--- src/i8080s_pkg.sv ---
// types, constants and decode functions for the 8080-subset core
// used by every module of the core, no dependencies
`default_nettype none

package i8080s_pkg;

    localparam logic [1:0] ITEM_WRITE = 2'd0;
    localparam logic [1:0] ITEM_READ  = 2'd1;
    localparam logic [1:0] ITEM_EXEC  = 2'd2;

    localparam int FL_CY = 0;
    localparam int FL_P  = 1;
    localparam int FL_AC = 2;
    localparam int FL_Z  = 3;
    localparam int FL_S  = 4;

    localparam logic [2:0] REG_M = 3'd6;
    localparam logic [2:0] REG_A = 3'd7;

    typedef struct packed {
        logic [1:0]  opcode;
        logic [15:0] address;
        logic [7:0]  data;
    } req_t;

    typedef struct packed {
        logic        status;
        logic [7:0]  read_data;
        logic [15:0] program_counter;
        logic [15:0] stack_pointer;
        logic [7:0]  accumulator;
        logic [7:0]  flag_word;
        logic [15:0] pair_bc;
        logic [15:0] pair_de;
        logic [15:0] pair_hl;
    } rsp_t;

    typedef enum logic [3:0] {
        ST_IDLE, ST_WR, ST_RD, ST_RDL, ST_F0, ST_F1, ST_F2, ST_F3,
        ST_M0, ST_M1, ST_M2, ST_W0, ST_W1, ST_EX, ST_DONE
    } state_t;

    typedef enum logic [2:0] {
        AS_PC, AS_PC1, AS_PC2, AS_ITEM, AS_RD0, AS_RD1, AS_WR0, AS_WR1
    } addr_src_t;

    typedef enum logic [2:0] {
        LT_NONE, LT_OP, LT_B1, LT_B2, LT_LO, LT_HI, LT_RDATA
    } latch_t;

    typedef struct packed {
        addr_src_t asel;
        logic      we;
        latch_t    lat;
        logic      commit;
        logic      take;
    } ctl_cmd_t;

    typedef struct packed {
        logic [1:0] rd_cnt;
        logic [1:0] wr_cnt;
        logic       halted;
    } dp_stat_t;

    typedef enum logic [4:0] {
        C_NOP, C_LXI, C_INX, C_DCR, C_MVI, C_DAD, C_LDAX, C_RRC, C_STA, C_LDA,
        C_MOV, C_ANA, C_XRA, C_POP, C_JCC, C_JMP, C_PUSH, C_ADI, C_RET, C_CALL,
        C_OUT, C_ANI, C_XCHG, C_CPI, C_ILL
    } op_class_t;

    function automatic op_class_t classify(input logic [7:0] op);
        op_class_t c;
        c = C_ILL;
        priority if (op == 8'h00)                     c = C_NOP;
        else if ((op & 8'hcf) == 8'h01)               c = C_LXI;
        else if ((op & 8'hcf) == 8'h03)               c = C_INX;
        else if ((op & 8'hc7) == 8'h05)               c = C_DCR;
        else if ((op & 8'hc7) == 8'h06)               c = C_MVI;
        else if ((op & 8'hcf) == 8'h09)               c = C_DAD;
        else if (op == 8'h0a || op == 8'h1a)          c = C_LDAX;
        else if (op == 8'h0f)                         c = C_RRC;
        else if (op == 8'h32)                         c = C_STA;
        else if (op == 8'h3a)                         c = C_LDA;
        else if (op[7:6] == 2'b01 && op != 8'h76)     c = C_MOV;
        else if (op[7:3] == 5'b10100)                 c = C_ANA;
        else if (op[7:3] == 5'b10101)                 c = C_XRA;
        else if ((op & 8'hcf) == 8'hc1)               c = C_POP;
        else if ((op & 8'hc7) == 8'hc2)               c = C_JCC;
        else if (op == 8'hc3)                         c = C_JMP;
        else if ((op & 8'hcf) == 8'hc5)               c = C_PUSH;
        else if (op == 8'hc6)                         c = C_ADI;
        else if (op == 8'hc9)                         c = C_RET;
        else if (op == 8'hcd)                         c = C_CALL;
        else if (op == 8'hd3)                         c = C_OUT;
        else if (op == 8'he6)                         c = C_ANI;
        else if (op == 8'heb)                         c = C_XCHG;
        else if (op == 8'hfb)                         c = C_NOP;
        else if (op == 8'hfe)                         c = C_CPI;
        else                                          c = C_ILL;
        return c;
    endfunction

    function automatic logic even_parity(input logic [7:0] v);
        return ~(^v);
    endfunction

endpackage

`default_nettype wire

--- src/i8080s_ctrl.sv ---
// sequencer for the 8080-subset core: fetch, operand access, commit
// depends on i8080s_pkg
`default_nettype none

module i8080s_ctrl (
    input  wire logic                 clk,
    input  wire logic                 rst_n,
    input  wire logic                 start,
    input  wire logic [1:0]           opcode,
    input  wire i8080s_pkg::dp_stat_t stat,
    output logic                      busy,
    output logic                      done,
    output i8080s_pkg::ctl_cmd_t      cmd
);

    i8080s_pkg::state_t state_reg, state_next;

    always_ff @(posedge clk or negedge rst_n)
    begin
        if (!rst_n)
        begin
            state_reg <= i8080s_pkg::ST_IDLE;
        end
        else
        begin
            state_reg <= state_next;
        end
    end

    always_comb
    begin
        state_next = state_reg;
        unique case (state_reg)
            i8080s_pkg::ST_IDLE:
            begin
                if (start)
                begin
                    if (opcode == i8080s_pkg::ITEM_WRITE)
                        state_next = i8080s_pkg::ST_WR;
                    else if (opcode == i8080s_pkg::ITEM_READ)
                        state_next = i8080s_pkg::ST_RD;
                    else if (opcode == i8080s_pkg::ITEM_EXEC && !stat.halted)
                        state_next = i8080s_pkg::ST_F0;
                    else
                        state_next = i8080s_pkg::ST_DONE;
                end
            end
            i8080s_pkg::ST_WR:   state_next = i8080s_pkg::ST_DONE;
            i8080s_pkg::ST_RD:   state_next = i8080s_pkg::ST_RDL;
            i8080s_pkg::ST_RDL:  state_next = i8080s_pkg::ST_DONE;
            i8080s_pkg::ST_F0:   state_next = i8080s_pkg::ST_F1;
            i8080s_pkg::ST_F1:   state_next = i8080s_pkg::ST_F2;
            i8080s_pkg::ST_F2:   state_next = i8080s_pkg::ST_F3;
            i8080s_pkg::ST_F3:
            begin
                if (stat.rd_cnt != 2'd0)
                    state_next = i8080s_pkg::ST_M0;
                else if (stat.wr_cnt != 2'd0)
                    state_next = i8080s_pkg::ST_W0;
                else
                    state_next = i8080s_pkg::ST_EX;
            end
            i8080s_pkg::ST_M0:   state_next = i8080s_pkg::ST_M1;
            i8080s_pkg::ST_M1:   state_next = i8080s_pkg::ST_M2;
            i8080s_pkg::ST_M2:
            begin
                state_next = (stat.wr_cnt != 2'd0) ? i8080s_pkg::ST_W0 : i8080s_pkg::ST_EX;
            end
            i8080s_pkg::ST_W0:
            begin
                state_next = (stat.wr_cnt == 2'd2) ? i8080s_pkg::ST_W1 : i8080s_pkg::ST_EX;
            end
            i8080s_pkg::ST_W1:   state_next = i8080s_pkg::ST_EX;
            i8080s_pkg::ST_EX:   state_next = i8080s_pkg::ST_DONE;
            i8080s_pkg::ST_DONE: state_next = i8080s_pkg::ST_IDLE;
            default:             state_next = i8080s_pkg::ST_IDLE;
        endcase
    end

    always_comb
    begin
        cmd.asel   = i8080s_pkg::AS_PC;
        cmd.we     = 1'b0;
        cmd.lat    = i8080s_pkg::LT_NONE;
        cmd.commit = 1'b0;
        cmd.take   = 1'b0;
        busy       = (state_reg != i8080s_pkg::ST_IDLE);
        done       = 1'b0;
        unique case (state_reg)
            i8080s_pkg::ST_IDLE: cmd.take = start;
            i8080s_pkg::ST_WR:
            begin
                cmd.asel = i8080s_pkg::AS_ITEM;
                cmd.we   = 1'b1;
            end
            i8080s_pkg::ST_RD:   cmd.asel = i8080s_pkg::AS_ITEM;
            i8080s_pkg::ST_RDL:  cmd.lat = i8080s_pkg::LT_RDATA;
            i8080s_pkg::ST_F0:   cmd.asel = i8080s_pkg::AS_PC;
            i8080s_pkg::ST_F1:
            begin
                cmd.lat  = i8080s_pkg::LT_OP;
                cmd.asel = i8080s_pkg::AS_PC1;
            end
            i8080s_pkg::ST_F2:
            begin
                cmd.lat  = i8080s_pkg::LT_B1;
                cmd.asel = i8080s_pkg::AS_PC2;
            end
            i8080s_pkg::ST_F3:   cmd.lat = i8080s_pkg::LT_B2;
            i8080s_pkg::ST_M0:   cmd.asel = i8080s_pkg::AS_RD0;
            i8080s_pkg::ST_M1:
            begin
                cmd.lat  = i8080s_pkg::LT_LO;
                cmd.asel = i8080s_pkg::AS_RD1;
            end
            i8080s_pkg::ST_M2:   cmd.lat = i8080s_pkg::LT_HI;
            i8080s_pkg::ST_W0:
            begin
                cmd.asel = i8080s_pkg::AS_WR0;
                cmd.we   = 1'b1;
            end
            i8080s_pkg::ST_W1:
            begin
                cmd.asel = i8080s_pkg::AS_WR1;
                cmd.we   = 1'b1;
            end
            i8080s_pkg::ST_EX:   cmd.commit = 1'b1;
            i8080s_pkg::ST_DONE: done = 1'b1;
            default:             cmd.lat = i8080s_pkg::LT_NONE;
        endcase
    end

endmodule

`default_nettype wire

--- config.mk ---
export PLATFORM = sky130hd
export DESIGN_NAME = i8080s_ctrl
export DESIGN_NICKNAME = d
export VERILOG_FILES = /design/src/i8080s_pkg.sv /design/src/i8080s_ctrl.sv
export SDC_FILE = /design/constraint.sdc
export NUM_CORES = 1
export LEC_CHECK = 0
export BUFFER_PORTS_ARGS = -buffer_cell sky130_fd_sc_hd__buf_2
export CORE_MARGIN = 2
export CORE_UTILIZATION = 25
export CTS_BUF_LIST = sky130_fd_sc_hd__clkbuf_4 sky130_fd_sc_hd__clkbuf_8
export CTS_CLUSTER_SIZE = 8
export DETAILED_ROUTE_END_ITERATION = 7
export HOLD_SLACK_MARGIN = 0.06
export MAX_ROUTING_LAYER = met4
export SYNTH_ARGS = -nofsm -noshare
export SYNTH_HDL_FRONTEND = slang
export SYNTH_SLANG_ARGS = --single-unit
--- constraint.sdc ---
create_clock -name clk -period 4.5 [get_ports clk]
set_input_delay 1.35 -clock clk [delete_from_list [all_inputs] [get_ports clk]]
set_output_delay 1.35 -clock clk [all_outputs]
set_load 0.05 [all_outputs]
==> qor.yml, run 1 <==
outcome:
  status: "complete, no violations"
timing:
  slew_headroom: 0.6196
  period_share: 0.7193
  skew_ns: 0.001052
  worst_slack_ns: 1.263
  max_freq_ghz: 0.3089
  setup_viol: 0
  period_needed_ns: 3.237
  worst_slew_pin_slew_ns: 0.5706
  drv_slew: 0
  fin_tns_setup_ns: 0
  hold_viol: 0
  rsz0062_at_grt: "false"
clocking:
  clock_latency_ns: 0.24
  post_cts_buffers: 0
  cts.htree.levels: 1
  clk_path_buf_depth: 2
  cts.repair.resized: 0
  numCtsBuffers: 3
  hold_buffers: 0
  clk_pin_slew_ns: 0.04
  cts_tree: "yes"
  clock-sinks: 4
  cts_root_buffer: "clkbuf_4"
setup_path:
  crit_required_ns: 3.15
  max_stage_delay_ns: 0.69
  crit_path_frequent_cell: "nand2_1"
  rrSetupSlack_ns: 2.82
  worstPathCellList: "nand2_1 -> or2_0 -> a21o_1 -> nand2_1 -> buf_2"
  end_kind: "output pin"
  critPathKind: "reg2out"
  slowest_stage: "dfrtp_1"
  rr_startpoint: "state_reg[1]"
  worstPathArrival_ns: 1.89
  reg2reg_depth: 3
  r2r-end: "state_reg[0]"
  worstPathMaxFanout: 20
  critPathLaunchType: "flip-flop"
  crit_path_start: "state_reg[2]"
global_routing:
  overflow: 0
  grt_pass1_wl_mm: 2.125
  grt_pass1_vias: 492
  grt_util_all_layers: 0.1113
  grt_max_degree: 21
  antenna_found_initial: 0
synth:
  avgSynthCellArea_um2: 6.823
  synth.distinct_cells: 29
  synth.most_common_cell: "nor2_1"
  synth_top_cell_by_area: "dfrtp_1"
  ys_seq_elements: 4
  ys_warn_count: 0
  yosysSeqAreaShare: 0.1956
  synth_area_um2: 511.7
  ys.flop_type: "dfrtp_1"
  synth_top_area_frac: 0.1956
  synth_area_leaders: "dfrtp_1, nor2_1, nand2_1, a31oi_1, nand2b_1"
  synthArstFlopShare: 1.000
  synthCells: 75
  synth_nets: 85
  netlist_top_cells_count: "nor2_1, nand2_1, o21ai_0"
  synth-edff-count: 0
die:
  io_pins: 21
  die_y_um: 49.25
  initial_utilization: 0.2635
  dieArea_um2: 2425
  core-area_um2: 1942
  num_rows: 16
  fp.dieW_um: 49.25
finish:
  register_area_um2: 100.1
  n_antenna_cell: 0
  drive_above_1_share: 0.3111
  nets: 102
  multiInputGateArea_um2: 367.9
  fill_cells: 233
  syn_to_final_growth_pct: 22.74
  largest_reg_flops: 4
placed_design:
  dp_slack_ns: 1.311
  gp_congestion: 0.7805
  port_buffers: 20
  hpwl_um: 864.1
drt:
  wl_mm: 1.206
  detail-route-antenna-nets: 0
  wl_per_cell_um: 10.31
  drcViolationCount: 0
  met1_length_um: 573
  wl_met2_um: 576
  vias: 550
  via_per_inst: 4.701
  highest_layer: "met3"
  wl_met3_um: 56
  drt_first_pass_iters: 4
  drt_iter0_markers: 14
hold_path:
  holdPathEnd: "state_reg[2]"
  hp-class: "reg2reg"
  holdPathStages: 2
  min-delay-start: "state_reg[1]"
job:
  max_cap_violations: 0
## layout by cell type, fill, tap and decap left out, drive strengths merged
master  count
a21o        2
a21oi       4
a31oi       5
and3        1
buf        20
clkbuf      3
dfrtp       4
inv         1
mux2i       1
nand2       8
nand2b      4
nand3       2
nand3b      2
nor2       13
nor2b       2
nor3        1
nor3b       3
nor4b       1
o21ai       7
o21bai      1
o32ai       1
or2         1
or4         1
xor2        2
## how the worst max path moves through the flow
stage	endpoint	slack, ns	cells after the start
floorplan	cmd[0]	1.12	2
global placement	cmd[0]	1.33	4
detailed placement	cmd[0]	1.31	4
CTS	cmd[5]	1.26	5
global route	cmd[7]	1.07	5
finish	cmd[7]	1.26	5
## worst max-delay path: cells and delay by family, from the launching register on
kind	cells	cell delay (ns)
buffers and inverters	1	0.26
flip-flops	1	0.69
AO/OA/AOI/OAI	1	0.19
AND/OR/NAND/NOR	3	0.52
## kinds of logic (layout without fill, tap and decap cells)
family / count (synthesis) / in the layout / synth area share
and+or+nand+nor: 39 / 39 / 0.4083
AOI/OAI and AO/OA: 20 / 20 / 0.2567
buffers and inverters: 9 / 24 / 0.08557
DFF: 4 / 4 / 0.1956
xor gates and xnor gates: 2 / 2 / 0.03424
muxes: 1 / 1 / 0.01956
## metrics by stage
step	utilization	instances	hold WS, ns	cell area, µm²
6_report	0.3235	117	0.8778	628.1
5_1_grt	0.3235	117	0.9040	628.1
4_1_cts	0.3235	117	0.8762	628.1
3_5_place_dp	0.3119	114	0.8778	605.6
3_3_place_gp	0.3119	114	0.8543	605.6
2_1_floorplan	-	75	0.7207	511.7
## cell type report
| type | count | share of cell area |
|---|---|---|
| multi-input combinational | 62 | 0.5857 |
| inverter | 1 | 0.005976 |
| timing repair buffer | 20 | 0.1594 |
| sequential | 4 | 0.1594 |
| clock buffer | 3 | 0.03586 |
| tap | 27 | 0.05378 |
## layer usage
metal / global-route usage / vias up
met5: - / -
met3: 0.02761 / 0
met4: 0.01429 / 0
li1: - / 289
met1: 0.1280 / 246
met2: 0.1982 / 15
Power of run 1 is left out: the tool's default activity adds up to more than one toggle a clock period on the data nets, which glitch-free logic cannot reach.
==> run 2, diff against run 1 <==
==> constraint.sdc (replaced) <==
create_clock -name clk -period 3 [get_ports clk]
set_input_delay 0.9 -clock clk [delete_from_list [all_inputs] [get_ports clk]]
set_output_delay 0.9 -clock clk [all_outputs]
set_load 0.05 [all_outputs]
==> run 2 against run 1 <==
- register-to-register slack worse by 1.4 ns
- critical path type unchanged
- cell count is 2.6% higher
- final area is 3.6% higher
==> qor.yml, run 2 (synthesis gave the netlist of run 1 again) <==
global_routing:
  overflow: 0  # unchanged
  grt_max_degree: 20  # -4.8%
  grt_util_all_layers: 0.1081  # -0.003149
  grt_pass1_wl_mm: 2.063  # -2.9%
  grt_pass1_vias: 513  # +4.3%
  antenna_found_initial: 0  # unchanged
timing:
  period_share: 0.9150
  setup_viol: 0  # unchanged
  fin_tns_setup_ns: 0  # unchanged
  skew_ns: 0.005604  # +0.004552 ns
  drv_slew: 0  # unchanged
  slew_headroom: 0.6408  # +0.02117
  hold_viol: 0  # unchanged
  worst_slew_pin_slew_ns: 0.5388  # -0.03176 ns
  rsz0062_at_grt: "false"
  period_needed_ns: 2.745
  max_freq_ghz: 0.3643
die:
  fp.dieW_um: 49.25  # unchanged
  die_y_um: 49.25  # unchanged
  initial_utilization: 0.2635  # unchanged
  num_rows: 16  # unchanged
  core-area_um2: 1942  # unchanged
  dieArea_um2: 2425  # unchanged
  io_pins: 21  # unchanged
drt:
  drt_iter0_markers: 5  # -9
  wl_per_cell_um: 9.833  # -4.6%
  via_per_inst: 4.683  # -0.37%
  wl_mm: 1.180  # -2.2%
  drt_first_pass_iters: 2  # -2
  drcViolationCount: 0  # unchanged
  vias: 562  # +2.2%
  detail-route-antenna-nets: 0  # unchanged
clocking:
  cts.htree.levels: 1  # unchanged
  numCtsBuffers: 3  # unchanged
  clk_path_buf_depth: 2  # unchanged
  post_cts_buffers: 0  # unchanged
  clock_latency_ns: 0.24  # about the same
  clk_pin_slew_ns: 0.04  # about the same
  cts.repair.resized: 0  # unchanged
  clock-sinks: 4  # unchanged
  cts_tree: "yes"
  cts_root_buffer: "clkbuf_4"
  hold_buffers: 0  # unchanged
setup_path:
  rrSetupSlack_ns: 1.44  # -1.38 ns
  r2r-end: "state_reg[1]"
  worstPathArrival_ns: 1.84  # -0.05 ns
  rr_startpoint: "state_reg[3]"
  worstPathMaxFanout: 19  # -5.0%
  crit_path_start: "state_reg[3]"
  reg2reg_depth: 4  # +1
  critPathKind: "reg2out"
  end_kind: "output pin"
  critPathLaunchType: "flip-flop"
  crit_required_ns: 2.10  # -1.05 ns
  critPathCapture: "cmd[5]"
finish:
  final_common_cell: "buf_2"
  nets: 105  # +2.9%
  syn_to_final_growth_pct: 27.14
  instances_no_fill: 120  # +2.6%
  fill_cells: 230  # -1.3%
  n_antenna_cell: 0  # unchanged
  finalCoreUtilization: 0.3351  # +0.01160
  finalInstanceArea_um2: 650.6  # +3.6%
  layout_common_cells: "buf_2, nor2_1, nand2_1"
  drive_above_1_share: 0.3333  # +0.02222
  largest_reg_flops: 4  # unchanged
job:
  max_cap_violations: 0  # unchanged
placed_design:
  placed_cell_area_um2: 628.1  # +3.7%
  gp_congestion: 0.7657  # -1.9%
  port_buffers: 20  # unchanged
  placed_cells: 117  # +2.6%
  hpwl_um: 909.7  # +5.3%
outcome:
  status: "complete, no violations"
hold_path:
  hp-class: "in2async"
[run 2: changes by cell type in the layout (fill, tap and decap cells not counted), sizes merged]
cell,before,now
buf,20,23
[run 2: worst min-delay path by stage]
| stage | slack, ns | startpoint | to | depth (start not counted) |
|---|---|---|---|---|
| final | 0.46 | rst_n | state_reg[1] | 1 |
| after CTS | 0.46 | rst_n | state_reg[1] | 1 |
| after floorplan | 0.60 | rst_n | state_reg[0] | 0 |
| after global placement | 0.70 | rst_n | state_reg[2] | 1 |
| after global routing | 0.46 | rst_n | state_reg[2] | 1 |
| after detailed placement | 0.71 | rst_n | state_reg[1] | 1 |
[run 2: final cells by class]
type,instances,area [µm²],area share
tap,27,33.78,0.05192
multi-input combinational,62,367.9,0.5654
clock buffer,3,22.52,0.03462
inverter,1,3.754,0.005769
timing repair buffer,23,122.6,0.1885
sequential,4,100.1,0.1538
[run 2: per-layer routing]
layer	vias to the layer above	part of all wire	GRT usage	wire length, µm
met1	248	0.45	0.1248	531
li1	297	-	-	-
met2	17	0.48	0.1802	562
met4	0	0	0.04286	0
met5	-	0	-	0
met3	0	0.074	0.02454	87
[run 2: critical path: stages (launching register included)]
cell,delay [ns]
dfrtp_1,0.67
nand2_1,0.21
or2_0,0.24
a21o_1,0.19
nand2_1,0.05
buf_2,0.25
[run 2: per-stage QoR]
step | hold slack [ns] | setup WS, ns
floorplan | 0.6044 | 0.1136
global placement | 0.6952 | 0.5548
detailed placement | 0.7070 | 0.5257
CTS | 0.4573 | 0.2626
global route | 0.4560 | 0.1072
finish | 0.4569 | 0.2551
Power of run 2 is left out for the same reason.
==> run 3, diff against run 2 <==
--- a/config.mk
+++ b/config.mk
@@ -6,7 +6,7 @@
 export NUM_CORES = 1
 export LEC_CHECK = 0
 export BUFFER_PORTS_ARGS = -buffer_cell sky130_fd_sc_hd__buf_2
-export CORE_MARGIN = 2
+export CORE_MARGIN = 3
 export CORE_UTILIZATION = 25
 export CTS_BUF_LIST = sky130_fd_sc_hd__clkbuf_4 sky130_fd_sc_hd__clkbuf_8
 export CTS_CLUSTER_SIZE = 8
==> run 3 against run 2 <==
- worst hold slack worse by 0.0048 ns
- register-to-register slack hardly changed
- core utilization is 2.5 points higher
- worst setup slack better by 0.17 ns
- flip-flop and latch count stayed put
- clock-buffer cell count stayed put
- final area is 0.77% higher
- critical endpoint unchanged
==> qor.yml, run 3 (synthesis gave the netlist of run 1 again) <==
setup_path:
  worstPathCellList: "nand2_1 -> or2_0 -> a21o_1 -> nand2_1 -> buf_2"
  worstPathArrival_ns: 1.68  # -0.16 ns
  max_stage_delay_ns: 0.54  # -0.13 ns
  end_kind: "output pin"
  worstPathMaxFanout: 12  # -7
  slowest_stage: "dfrtp_1"
  crit_path_frequent_cell: "nand2_1"
  critPathLaunchType: "flip-flop"
  crit_required_ns: 2.10  # about the same
  critPathKind: "reg2out"
global_routing:
  grt_pass1_wl_mm: 2.228  # +8.0%
  grt_util_all_layers: 0.1172  # +0.009099
  grt_pass1_vias: 548  # +6.8%
  grt_max_degree: 20  # unchanged
  overflow: 0  # unchanged
  antenna_found_initial: 0  # unchanged
clocking:
  cts.repair.resized: 0  # unchanged
  cts_tree: "yes"
  cts.htree.levels: 1  # unchanged
  clock_latency_ns: 0.24  # about the same
  clk_path_buf_depth: 2  # unchanged
  clock-sinks: 4  # unchanged
  numCtsBuffers: 3  # unchanged
  post_cts_buffers: 0  # unchanged
  hold_buffers: 0  # unchanged
  clk_pin_slew_ns: 0.04  # about the same
  cts_root_buffer: "clkbuf_4"
timing:
  skew_ns: 0.005363  # -0.0002408 ns
  hold_viol: 0  # unchanged
  worst_slew_pin_slew_ns: 0.3592  # -0.1796 ns
  rsz0062_at_grt: "false"
  setup_viol: 0  # unchanged
  slew_headroom: 0.7605  # +0.1197
  period_share: 0.8593  # -0.05563
  max_freq_ghz: 0.3879  # +6.5%
  period_needed_ns: 2.578  # -0.1669 ns
  fin_tns_setup_ns: 0  # unchanged
  drv_slew: 0  # unchanged
die:
  core-area_um2: 1821  # -6.2%
  initial_utilization: 0.2811  # +0.01757
  io_pins: 21  # unchanged
  fp.dieW_um: 51.25  # +4.1%
  num_rows: 15  # -1
  dieArea_um2: 2626  # +8.3%
  die_y_um: 51.25  # +4.1%
finish:
  largest_reg_flops: 4  # unchanged
  n_antenna_cell: 0  # unchanged
  drive_above_1_share: 0.3404  # +0.007092
  layout_common_cells: "buf_2, nor2_1, nand2_1"
  final_common_cell: "buf_2"
  nets: 106  # +0.95%
  fill_cells: 207  # -10%
  finalInstanceArea_um2: 655.6  # +0.77%
  syn_to_final_growth_pct: 28.12
placed_design:
  port_buffers: 20  # unchanged
  hpwl_um: 917.4  # +0.85%
  placed_cell_area_um2: 633.1  # +0.80%
  gp_congestion: 0.7703  # +0.60%
drt:
  detail-route-antenna-nets: 0  # unchanged
  drt_iter0_markers: 8  # +3
  drcViolationCount: 0  # unchanged
  vias: 564  # +0.36%
  drt_first_pass_iters: 4  # +2
  wl_mm: 1.215  # +3.0%
  via_per_inst: 4.739  # +1.2%
  wl_per_cell_um: 10.21  # +3.8%
hold_path:
  hp-class: "in2async"
job:
  max_cap_violations: 0  # unchanged
outcome:
  status: "complete, no violations"
-- run 3: cell types whose count changed in the layout (fill, tap and decap cells not counted), sizes merged --
cell,delta
buf,+1
-- run 3: metal layers --
| layer | global-route usage | vias up | wire [µm] |
|---|---|---|---|
| met1 | 0.1396 | 246 | 575 |
| met2 | 0.1760 | 18 | 547 |
| met5 | - | - | 0 |
| met3 | 0.04373 | 2 | 67 |
| li1 | - | 298 | - |
| met4 | 0.05240 | 0 | 25 |
-- run 3: through the flow --
stage | util | setup WS, ns | hold slack (ns) | instances
after floorplan | - | 0.1136 | 0.6044 | 75
after global placement | 0.3478 | 0.7091 | 0.6944 | 116
after detailed placement | 0.3478 | 0.6727 | 0.7017 | 116
after CTS | 0.3601 | 0.4141 | 0.4490 | 119
after global routing | 0.3601 | 0.2601 | 0.4452 | 119
final | 0.3601 | 0.4220 | 0.4520 | 119
-- run 3: worst paths after layout --
kind	from	to	slack (ns)	depth (start not counted)
worst max-delay path	state_reg[3]	cmd[5]	0.42	5
worst min-delay path	rst_n	state_reg[1]	0.45	1
worst max register to register	state_reg[2]	state_reg[1]	1.43	5
worst min register to register	state_reg[0]	state_reg[1]	0.70	4
max in group asynchronous	rst_n	state_reg[2]	2.43	1
min in group clk	state_reg[0]	state_reg[1]	0.70	4
-- run 3: worst max-delay path: cells and delay by family, from the launching register on --
| family | cells | cell delay, ns |
|---|---|---|
| buffers and inverters | 1 | 0.25 |
| AO/OA/AOI/OAI | 1 | 0.19 |
| flip-flops | 1 | 0.54 |
| AND/OR/NAND/NOR | 3 | 0.46 |
-- run 3: cell type report --
| type | count | area, µm² | share of cell area |
|---|---|---|---|
| inverters | 1 | 3.754 | 0.005725 |
| repair buffers | 24 | 130.1 | 0.1985 |
| multi-input cells | 62 | 367.9 | 0.5611 |
| clock buffers | 3 | 22.52 | 0.03435 |
| well taps | 25 | 31.28 | 0.04771 |
| flip-flops and latches | 4 | 100.1 | 0.1527 |
Power of run 3 is left out for the same reason.
